[src/design/mhs_pkg.sv]
// Package for the markup heading stripper: character codes, default tag capacity
// and the command/status structs between controller and datapath.
// No dependencies.
package mhs_pkg;

	localparam int unsigned MAX_TAG_DEFAULT = 62;

	localparam logic [7:0] CHAR_LT      = 8'h3C; // '<'
	localparam logic [7:0] CHAR_GT      = 8'h3E; // '>'
	localparam logic [7:0] CHAR_HEAD    = 8'h54; // 'T'
	localparam logic [7:0] CHAR_HIDE_ON = 8'h53; // 'S'
	localparam logic [7:0] CHAR_HIDE_OFF = 8'h73; // 's'

	// controller to datapath
	typedef struct packed {
		logic take;        // input transfer this cycle
		logic emit_open;   // load '<' of a replayed tag
		logic emit_body;   // load the next stored tag byte
		logic emit_close;  // load '>' of a replayed tag
	} cmd_t;

	// datapath to controller
	typedef struct packed {
		logic out_free;    // output register can take a result this cycle
		logic replay_req;  // the byte on the input would replay the stored tag
		logic len_zero;    // stored tag is empty
		logic body_last;   // byte being emitted is the last stored byte
	} sts_t;

endpackage

[src/design/markup_heading_stripper_top.sv]
// Top level of the markup heading stripper: controller plus datapath.
// Depends on mhs_pkg, mhs_ctrl and mhs_dp.
//
// Filters markup text one byte per transfer. Plain bytes and tags that are
// dropped or buffered are taken while the output register is free. A '>'
// that re-emits a kept tag of N bytes produces N+2 result transfers and holds
// s_tready low while they go out, since the tag store has one read port and
// results leave through one output register; a stalled m_tready stretches
// this further. Configuration goes through cfg_valid/cfg_data, always ready.
module markup_heading_stripper_top #(
	parameter int unsigned MAX_TAG = mhs_pkg::MAX_TAG_DEFAULT
) (
	input  logic       clk,
	input  logic       arst_n,
	input  logic       cfg_valid,
	output logic       cfg_ready,
	input  logic       cfg_data,   // headings_shown
	input  logic       s_tvalid,
	output logic       s_tready,
	input  logic [7:0] s_tdata,    // [7:0] text_byte
	input  logic       s_tlast,    // text_end
	output logic       m_tvalid,
	input  logic       m_tready,
	output logic [7:0] m_tdata,    // [7:0] out_byte
	output logic       m_tlast,    // run_last
	output logic       m_tuser     // [0] tag_truncated
);

	mhs_pkg::cmd_t cmd;
	mhs_pkg::sts_t sts;

	assign cfg_ready = 1'b1;

	mhs_ctrl u_ctrl (
		.clk      (clk),
		.arst_n   (arst_n),
		.s_tvalid (s_tvalid),
		.s_tready (s_tready),
		.sts      (sts),
		.cmd      (cmd)
	);

	mhs_dp #(
		.MAX_TAG (MAX_TAG)
	) u_dp (
		.clk       (clk),
		.arst_n    (arst_n),
		.cfg_valid (cfg_valid),
		.cfg_data  (cfg_data),
		.s_tdata   (s_tdata),
		.s_tlast   (s_tlast),
		.cmd       (cmd),
		.sts       (sts),
		.m_tvalid  (m_tvalid),
		.m_tready  (m_tready),
		.m_tdata   (m_tdata),
		.m_tlast   (m_tlast),
		.m_tuser   (m_tuser)
	);

endmodule

[src/design/mhs_ctrl.sv]
// Controller of the markup heading stripper: accepts input bytes and sequences
// the replay of a stored tag. Depends on mhs_pkg.
module mhs_ctrl (
	input  logic          clk,
	input  logic          arst_n,
	input  logic          s_tvalid,
	output logic          s_tready,
	input  mhs_pkg::sts_t sts,
	output mhs_pkg::cmd_t cmd
);

	localparam logic [1:0] ST_IDLE  = 2'd0;
	localparam logic [1:0] ST_OPEN  = 2'd1;
	localparam logic [1:0] ST_BODY  = 2'd2;
	localparam logic [1:0] ST_CLOSE = 2'd3;

	logic [1:0] state_q;
	logic [1:0] state_nx;

	always_comb begin
		cmd      = '0;
		s_tready = 1'b0;
		state_nx = state_q;
		unique case (state_q)
			ST_IDLE: begin
				s_tready = sts.out_free;
				cmd.take = s_tvalid & sts.out_free;
				if (cmd.take && sts.replay_req) begin
					state_nx = ST_OPEN;
				end
			end
			ST_OPEN: begin
				if (sts.out_free) begin
					cmd.emit_open = 1'b1;
					state_nx      = sts.len_zero ? ST_CLOSE : ST_BODY;
				end
			end
			ST_BODY: begin
				if (sts.out_free) begin
					cmd.emit_body = 1'b1;
					if (sts.body_last) begin
						state_nx = ST_CLOSE;
					end
				end
			end
			ST_CLOSE: begin
				if (sts.out_free) begin
					cmd.emit_close = 1'b1;
					state_nx       = ST_IDLE;
				end
			end
			default: begin
				state_nx = ST_IDLE;
			end
		endcase
	end

	always_ff @(posedge clk or negedge arst_n) begin
		if (!arst_n) begin
			state_q <= ST_IDLE;
		end else begin
			state_q <= state_nx;
		end
	end

endmodule

[src/design/mhs_dp.sv]
// Datapath of the markup heading stripper: filter state, tag store memory,
// replay index and the output register. Depends on mhs_pkg.
module mhs_dp #(
	parameter int unsigned MAX_TAG = mhs_pkg::MAX_TAG_DEFAULT
) (
	input  logic          clk,
	input  logic          arst_n,
	input  logic          cfg_valid,
	input  logic          cfg_data,
	input  logic [7:0]    s_tdata,
	input  logic          s_tlast,
	input  mhs_pkg::cmd_t cmd,
	output mhs_pkg::sts_t sts,
	output logic          m_tvalid,
	input  logic          m_tready,
	output logic [7:0]    m_tdata,
	output logic          m_tlast,
	output logic          m_tuser
);

	localparam int unsigned AW = $clog2(MAX_TAG);
	localparam int unsigned LW = $clog2(MAX_TAG + 1);

	logic          shown_q;
	logic          inside_q;
	logic          hiding_q;
	logic [LW-1:0] len_q;
	logic          ovf_q;
	logic          end_q;
	logic [7:0]    first0_q;
	logic [7:0]    first1_q;
	logic [LW-1:0] idx_q;
	logic [7:0]    rd_q;
	logic [7:0]    mem [MAX_TAG];

	logic          is_lt;
	logic          is_gt;
	logic          head_tag;
	logic          store_wr;
	logic [LW-1:0] idx_nx;
	logic          rd_en;
	logic [AW-1:0] rd_addr;
	logic          out_load;
	logic [7:0]    out_byte;
	logic          out_last;
	logic          out_trunc;
	logic          pass_byte;

	assign is_lt    = (s_tdata == mhs_pkg::CHAR_LT);
	assign is_gt    = (s_tdata == mhs_pkg::CHAR_GT);
	assign head_tag = (len_q != '0) && (first0_q == mhs_pkg::CHAR_HEAD);
	assign store_wr = cmd.take && !shown_q && !is_lt && !is_gt && inside_q
		&& (len_q < LW'(MAX_TAG));
	assign pass_byte = cmd.take && (shown_q || (!is_lt && !is_gt && !inside_q && !hiding_q));

	assign idx_nx  = idx_q + LW'(1);
	assign rd_en   = cmd.emit_open || (cmd.emit_body && (idx_nx != len_q));
	assign rd_addr = cmd.emit_open ? '0 : idx_nx[AW-1:0];

	assign sts.out_free   = !m_tvalid || m_tready;
	assign sts.replay_req = !shown_q && is_gt && !head_tag && !hiding_q;
	assign sts.len_zero   = (len_q == '0);
	assign sts.body_last  = (idx_nx == len_q);

	always_comb begin
		out_load  = pass_byte || cmd.emit_open || cmd.emit_body || cmd.emit_close;
		out_byte  = s_tdata;
		out_last  = 1'b1;
		out_trunc = 1'b0;
		if (cmd.emit_open) begin
			out_byte = mhs_pkg::CHAR_LT;
			out_last = 1'b0;
		end else if (cmd.emit_body) begin
			out_byte = rd_q;
			out_last = 1'b0;
		end else if (cmd.emit_close) begin
			out_byte  = mhs_pkg::CHAR_GT;
			out_trunc = ovf_q;
		end
	end

	// tag store: one write port at the fill position, one registered read port
	always_ff @(posedge clk) begin
		if (store_wr) begin
			mem[len_q[AW-1:0]] <= s_tdata;
		end
		if (rd_en) begin
			rd_q <= mem[rd_addr];
		end
	end

	// copies of the first two tag bytes for the heading decode on '>'
	always_ff @(posedge clk) begin
		if (store_wr && len_q == LW'(0)) begin
			first0_q <= s_tdata;
		end
		if (store_wr && len_q == LW'(1)) begin
			first1_q <= s_tdata;
		end
	end

	always_ff @(posedge clk) begin
		if (out_load) begin
			m_tdata <= out_byte;
			m_tlast <= out_last;
			m_tuser <= out_trunc;
		end
	end

	always_ff @(posedge clk or negedge arst_n) begin
		if (!arst_n) begin
			m_tvalid <= 1'b0;
		end else if (out_load) begin
			m_tvalid <= 1'b1;
		end else if (m_tready) begin
			m_tvalid <= 1'b0;
		end
	end

	always_ff @(posedge clk or negedge arst_n) begin
		if (!arst_n) begin
			shown_q <= 1'b0;
		end else if (cfg_valid) begin
			shown_q <= cfg_data;
		end
	end

	always_ff @(posedge clk or negedge arst_n) begin
		if (!arst_n) begin
			idx_q <= '0;
		end else if (cmd.emit_open) begin
			idx_q <= '0;
		end else if (cmd.emit_body) begin
			idx_q <= idx_nx;
		end
	end

	always_ff @(posedge clk or negedge arst_n) begin
		if (!arst_n) begin
			inside_q <= 1'b0;
			hiding_q <= 1'b0;
			len_q    <= '0;
			ovf_q    <= 1'b0;
			end_q    <= 1'b0;
		end else if (cmd.take) begin
			// end of text clears at once unless a replay still needs the tag
			if (s_tlast && !sts.replay_req) begin
				inside_q <= 1'b0;
				hiding_q <= 1'b0;
				len_q    <= '0;
				ovf_q    <= 1'b0;
				end_q    <= 1'b0;
			end else begin
				end_q <= s_tlast;
				if (!shown_q) begin
					if (is_lt) begin
						inside_q <= 1'b1;
						len_q    <= '0;
						ovf_q    <= 1'b0;
					end else if (is_gt) begin
						inside_q <= 1'b0;
						if (head_tag && len_q >= LW'(2)) begin
							if (first1_q == mhs_pkg::CHAR_HIDE_ON) begin
								hiding_q <= 1'b1;
							end else if (first1_q == mhs_pkg::CHAR_HIDE_OFF) begin
								hiding_q <= 1'b0;
							end
						end
					end else if (inside_q) begin
						if (len_q < LW'(MAX_TAG)) begin
							len_q <= len_q + LW'(1);
						end else begin
							ovf_q <= 1'b1;
						end
					end
				end
			end
		end else if (cmd.emit_close && end_q) begin
			inside_q <= 1'b0;
			hiding_q <= 1'b0;
			len_q    <= '0;
			ovf_q    <= 1'b0;
			end_q    <= 1'b0;
		end
	end

endmodule
[config.mk]
export PLATFORM = sky130hd
export DESIGN_NAME = markup_heading_stripper_top
export DESIGN_NICKNAME = d
export VERILOG_FILES = /design/src/design/mhs_pkg.sv /design/src/design/markup_heading_stripper_top.sv /design/src/design/mhs_ctrl.sv /design/src/design/mhs_dp.sv
export SDC_FILE = /design/constraint.sdc
export NUM_CORES = 1
export LEC_CHECK = 0
export ABC_CLOCK_PERIOD_IN_PS = 6600
export BUFFER_PORTS_ARGS = -buffer_cell sky130_fd_sc_hd__buf_2
export CAP_MARGIN = 30
export CORE_AREA = 2 2 289 291
export DETAILED_ROUTE_END_ITERATION = 12
export DIE_AREA = 0 0 291 293
export GPL_ROUTABILITY_DRIVEN = 0
export SLEW_MARGIN = 25
export SYNTH_ARGS = -nofsm -noshare
export SYNTH_HDL_FRONTEND = slang
export SYNTH_SLANG_ARGS = --single-unit
[constraint.sdc]
create_clock -name clk -period 6.6 [get_ports clk]
set_input_delay 1.32 -clock clk [delete_from_list [all_inputs] [get_ports clk]]
set_output_delay 1.32 -clock clk [all_outputs]
set_load 0.005 [all_outputs]
==> results of run 1 <==
[layer usage]
metal  vias up  global-route usage, %  wire [microns]
li1       6142                      -               -
met1      7523                  22.31           29280
met2      1006                  25.05           31590
met3       185                  4.251            8146
met4         4                  6.812            3105
met5         -                      0              27
[cells by family after synthesis]
kind of cell               after synthesis  synth area share [%]
AOI/OAI and AO/OA                      376                 11.40
xor gates and xnor gates                13                0.7768
adders and majority gates                9                0.4924
buffers and inverters                  123                 2.566
DFF                                    550                 71.78
muxes                                   94                 5.285
other                                    1               0.01640
and+or+nand+nor                        378                 7.692
[tightest hold or removal path, cell delays in order, from the launching register on]
cell,delay [ps]
dfrtp_1,350
nand3_1,70
nand2_1,50
[registers in the layout, summed over array words and instances, names as in the netlist, 2 cells and up]
name	count
u_dp.m_tdata	8
u_dp.first0_q	8
u_dp.rd_q	8
u_dp.mem	496
u_ctrl.state_q	2
u_dp.len_q	6
u_dp.idx_q	6
u_dp.first1_q	8
[final cells by class]
| type | instances | area [sq um] |
|---|---|---|
| clock inverters | 24 | 270.3 |
| clock buffers | 77 | 1499 |
| repair buffers | 72 | 488.0 |
| multi-input cells | 871 | 5944 |
| inverters | 16 | 60.06 |
| fillers | 7963 | 55830 |
| well taps | 1070 | 1339 |
| flip-flops and latches | 550 | 16420 |
[power groups by stage]
stage / logic (mW) / clock network, mW / registers (mW)
after floorplan: 2.24 / 0 / 4.07
after global placement: 3.53 / 0 / 4.15
after detailed placement: 3.54 / 0 / 4.16
after CTS: 3.56 / 3.11 / 4.08
after global routing: 3.82 / 3.24 / 4.09
final: 3.66 / 3.09 / 4.09
[stage by stage]
step / instances / total power, mW / hold WS, ps / util, %
floorplan: 1544 / 6.304 / 460.3 / -
global placement: 2579 / 7.677 / 481.0 / 29.62
detailed placement: 2579 / 7.695 / 492.9 / 29.63
CTS: 2680 / 10.75 / 505.7 / 31.79
global route: 2680 / 11.15 / 538.2 / 31.79
finish: 2680 / 10.84 / 500.1 / 31.79
[cell usage in the layout, fill, tap and decap left out, types with 18 or more instances in the layout]
master / Yosys / layout
mux4_2: 18 / 18
nand2_1: 116 / 116
buf_2: 50 / 26
o221ai_1: 28 / 28
mux2_2: 24 / 24
buf_4: 6 / 45
o22ai_1: 23 / 23
mux2i_1: 51 / 51
o21ai_0: 74 / 74
nand3_1: 34 / 34
clkbuf_1: 38 / 18
nor3_1: 20 / 20
dfrtp_1: 20 / 19
a21oi_1: 76 / 76
edfxtp_1: 530 / 530
nand2b_1: 19 / 19
clkbuf_16: 0 / 55
a221oi_1: 21 / 21
nor2_1: 119 / 117
[worst paths after layout]
| check | start | to | slack, ps |
|---|---|---|---|
| worst max-delay path | u_dp.idx_q[0]$_DFFE_PN0P_ | u_dp.rd_q[3]$_DFFE_PP_ | 2130 |
| worst min-delay path | u_dp.end_q$_DFFE_PN0P_ | u_dp.end_q$_DFFE_PN0P_ | 500 |
| worst max register to register | u_dp.idx_q[0]$_DFFE_PN0P_ | u_dp.rd_q[3]$_DFFE_PP_ | 2130 |
| worst min register to register | u_dp.end_q$_DFFE_PN0P_ | u_dp.end_q$_DFFE_PN0P_ | 500 |
| max in group asynchronous | arst_n | u_dp.idx_q[0]$_DFFE_PN0P_ | 5550 |
| min in group asynchronous | arst_n | u_dp.idx_q[2]$_DFFE_PN0P_ | 660 |
==> impl_metrics.json, run 1 <==
{
  "synth_most_common_cell": "edfxtp_1",
  "count_of_buffers_inserted_at_the_top_level_ports": 26,
  "cp-start-kind": "flop",
  "ys.flop_type": "edfxtp_1",
  "worst-endpoint-arrival_ps": 4870,
  "number_of_iterations_in_the_first_detailed_routing_pass": 7,
  "detailedPlacementHpwl_microns": 44230,
  "antenna_cells": 0,
  "overflow": 0,
  "drv.max_cap_violation_count": 0,
  "path_class": "reg2reg",
  "wl_per_cell_microns": 26.92,
  "clockPowerShare_pct": 28.5,
  "cp_top_family": "compound AO/OA/AOI/OAI gates",
  "timing.critical_path.slowest_stage_cell": "dfrtp_4",
  "numCtsBuffers": 55,
  "synth.lib_cells_used.distinct": 84,
  "cts_root_buffer_type": "clkbuf_16",
  "worst_slack_ps": 2131,
  "first_global_vias": 14290,
  "drt_first_iter_violations": 1971,
  "layout-drive-gt1-share_pct": 13.29,
  "grt_usage_pct": 16.45,
  "first_pass_grt_wire_length_microns": 103100,
  "area_growth_syn_to_layout_pct": 13.77,
  "timing.critical_path.slowest_cell_delay_ps": 810,
  "drc": 0,
  "result_of_the_run": "finished clean",
  "static-leakage-power_nw": 8.136,
  "post_synth_inst_count": 1544,
  "netlist_area_sq_um": 22870,
  "antenna_found_initial": 3,
  "worstPathBufferInverterCount": 1,
  "power-per-cell-area_nw_per_um2": 416.6,
  "dpl-instance-area_sq_um": 24250,
  "core_area_sq_um": 81850,
  "cts_tree": "built",
  "post_route_clock_skew_ps": 54.96,
  "area_share_of_the_largest_cell_type_after_synthesis_pct": 69.59,
  "path_clk_slew_ps": 70,
  "r2r_cells": 9,
  "postSynthRegisterBits": 550,
  "residual_antenna_violating_net_count_after_detailed_routing": 0,
  "synthTopCellsByArea": "edfxtp_1 (70%), mux2i_1 (2.2%), dfrtp_1 (2.2%), nor2_1 (2.0%), nand2_1 (1.9%)",
  "io_pins": 28,
  "int_pwr_mw": 6.855,
  "post_cts_hold_buffer_count": 0,
  "endpoint_kind": "flop",
  "type_of_the_worst_min_delay_path": "reg2reg",
  "cts_htree_levels": 2,
  "die_w_microns": 291,
  "cp_max_fo": 43,
  "irDropWorstVdd_mv": 0.2600,
  "layout_worst_path_cycle_share_pct": 67.71,
  "post_cts_resized": 0,
  "worst-slew-pin-transition_ps": 1107,
  "placement_rows": 105,
  "initial_utilization_pct": 27.94,
  "die-area_sq_um": 85260,
  "synthesis.area_per_instance_sq_um": 14.81,
  "grt_start_max_net_pins": 66,
  "rsz0062_at_grt": "no",
  "switching_power_mw": 3.984,
  "cts.repair_timing.setup_buffer_count": 0,
  "timing.final.max_slew_violations": 0,
  "finish.instance_area_sq_um": 26020,
  "critical_path_required_ps": 7000,
  "power_frac_seq_pct": 37.7,
  "worst_slew_margin_rel_pct": 26.18,
  "cts_max_path_buffers": 3,
  "timing.fmax_ghz": 0.2238,
  "seq_area_frac_synth_pct": 71.78,
  "setup_violations": 0,
  "hold_violations": 0,
  "via_count": 14860,
  "finalNetCount": 1590,
  "clock_latency_ps": 650,
  "final_period_minus_worst_setup_slack_ps": 4469,
  "yosys.area.top_type": "edfxtp_1",
  "switching_share_pct": 36.76,
  "place_worst_setup_slack_ps": 1633,
  "postSynth.asyncResetShare_pct": 3.636,
  "synth_edf_count": 530,
  "drt_wl_total_microns": 72160,
  "clock-sinks": 550,
  "hold_path_depth": 2,
  "synth.top_cells.by_count": "edfxtp_1 (530), nor2_1 (119), nand2_1 (116)",
  "synthesis.yosys.warnings": 0,
  "die_h_microns": 293,
  "vias_per_cell": 5.545,
  "synth_fp_nets": 1568,
  "critical_path_cell_count": 9,
  "share_comb_of_total_power_pct": 33.8,
  "finalSetupTns_ps": 0,
  "critical_path.cell_chain": "ha_4, buf_4, nor2_1, o21ai_0, o22ai_1, a211oi_1, o32ai_1, a221oi_1, a31o_2"
}
No activity file was read; power rests on OpenSTA's default activity.
==> inputs of run 2 (changes only) <==
- ABC_CLOCK_PERIOD_IN_PS: 6600 -> 4150
- clock period: 6.6 -> 4.15 ns (I/O delays scaled with it)
==> impl_metrics.json, run 2 (same netlist as run 1, synthesis figures left out) <==
{
  "overflow": 0,
  "number_of_iterations_in_the_first_detailed_routing_pass": 6,
  "cp_max_fo": 43,
  "path_class": "reg2reg",
  "cts_htree_levels": 2,
  "critical_path_required_ps": 4510,
  "die_w_microns": 291,
  "post_cts_hold_buffer_count": 0,
  "worst_slack_ps": 215.9,
  "hold_violations": 0,
  "post_route_clock_skew_ps": 12.60,
  "static-leakage-power_nw": 8.635,
  "layout_worst_path_cycle_share_pct": 94.80,
  "cts_root_buffer_type": "clkbuf_16",
  "detailedPlacementHpwl_microns": 45520,
  "drt_wl_total_microns": 71320,
  "stdcell_count": 2771,
  "rsz0062_at_grt": "no",
  "drt_first_iter_violations": 2155,
  "cts.repair_timing.setup_buffer_count": 0,
  "grt_usage_pct": 16.43,
  "timing.fmax_ghz": 0.2542,
  "cp-start-kind": "flop",
  "initial_utilization_pct": 27.94,
  "core_area_sq_um": 81850,
  "irDropWorstVdd_mv": 0.2992,
  "wl_per_cell_microns": 25.74,
  "grt_start_max_net_pins": 75,
  "io_pins": 28,
  "clock_latency_ps": 620,
  "post_cts_resized": 0,
  "final.fill_count": 7898,
  "endpoint_kind": "flop",
  "via_count": 15240,
  "timing.final.max_slew_violations": 0,
  "clock-sinks": 550,
  "first_pass_grt_wire_length_microns": 104200,
  "drv.max_cap_violation_count": 0,
  "worst_slew_margin_rel_pct": 29.34,
  "path_clk_slew_ps": 60,
  "placement_rows": 105,
  "vias_per_cell": 5.500,
  "residual_antenna_violating_net_count_after_detailed_routing": 0,
  "finalNetCount": 1685,
  "numCtsBuffers": 56,
  "place.detailed.instances": 2673,
  "first_global_vias": 14985,
  "drc": 0,
  "place_worst_setup_slack_ps": 394.8,
  "area_growth_syn_to_layout_pct": 17.13,
  "die-area_sq_um": 85260,
  "count_of_buffers_inserted_at_the_top_level_ports": 26,
  "cts_max_path_buffers": 3,
  "power-per-cell-area_nw_per_um2": 654.0,
  "cts_tree": "built",
  "layout_common_cells": "edfxtp_1 (530), buf_4 (134), nor2_1 (118)",
  "layout-drive-gt1-share_pct": 17.93,
  "antenna_cells": 0,
  "type_of_the_worst_min_delay_path": "in2async",
  "worst-endpoint-arrival_ps": 4290,
  "layout.cells.most_common": "edfxtp_1",
  "finalSetupTns_ps": 0,
  "setup_violations": 0,
  "number_of_flip_flops_under_the_largest_register_name": 496,
  "antenna_found_initial": 3,
  "worst-slew-pin-transition_ps": 1057,
  "die_h_microns": 293,
  "result_of_the_run": "finished clean",
  "final_period_minus_worst_setup_slack_ps": 3934
}
run 2: changes by cell type in the layout (fill, tap and decap cells not counted), moves of 5 or more:
cell	delta
clkinv_1	+11
buf_4	+89
buf_12	+5
clkbuf_1	-13
run 2: path summary, 6_finish.rpt:
kind	from	slack, ps	to	depth (start not counted)
max	u_dp.idx_q[0]$_DFFE_PN0P_	220	u_dp.rd_q[7]$_DFFE_PP_	7
min	arst_n	170	u_dp.hiding_q$_DFFE_PN0P_	1
max reg2reg	u_dp.idx_q[0]$_DFFE_PN0P_	220	u_dp.rd_q[7]$_DFFE_PP_	7
min reg2reg	u_dp.end_q$_DFFE_PN0P_	500	u_dp.end_q$_DFFE_PN0P_	2
max in group asynchronous	arst_n	3620	u_dp.idx_q[0]$_DFFE_PN0P_	1
min in group clk	cfg_data	460	u_dp.shown_q$_DFFE_PN0P_	2
run 2: stage by stage:
stage | utilization (%) | hold slack, ps | total power, mW | instance area (sq um)
floorplan | - | 460.3 | 10.03 | 22870
global placement | 30.55 | 492.1 | 12.49 | 25010
detailed placement | 30.58 | 489.9 | 12.54 | 25030
CTS | 32.73 | 168.1 | 17.42 | 26790
global route | 32.73 | 201.5 | 18.02 | 26790
finish | 32.73 | 168.6 | 17.52 | 26790
run 2: worst max-delay path: stages (launching register included):
cell,delay (ps)
dfrtp_4,640
buf_4,580
nand2_1,630
o221ai_1,400
a21oi_1,90
a2111oi_1,940
nor4_1,90
o211a_1,270
run 2: area by class of cell:
type	instances	area [sq um]	area share [%]
sequential	550	16420	61.29
multi-input combinational	871	5952	22.22
clock buffer	63	1448	5.404
tap	1070	1339	4.997
timing repair buffer	166	1256	4.689
clock inverter	35	315.3	1.177
inverter	16	60.06	0.2242
run 2: layer usage:
metal	GRT usage, %	up-vias	routed length, microns
met5	0	-	14
met4	6.344	2	2882
met3	3.608	198	7880
met2	26.05	1080	32470
met1	22.01	7621	28070
li1	-	6339	-
run 2: power breakdown:
| group | switching (mW) | leakage (nW) | internal, mW | total, mW |
|---|---|---|---|---|
| logic | 4.07 | 2.74 | 2.07 | 6.14 |
| clock network | 2.11 | 0.856 | 2.80 | 4.91 |
| registers | 0.171 | 5.04 | 6.30 | 6.48 |
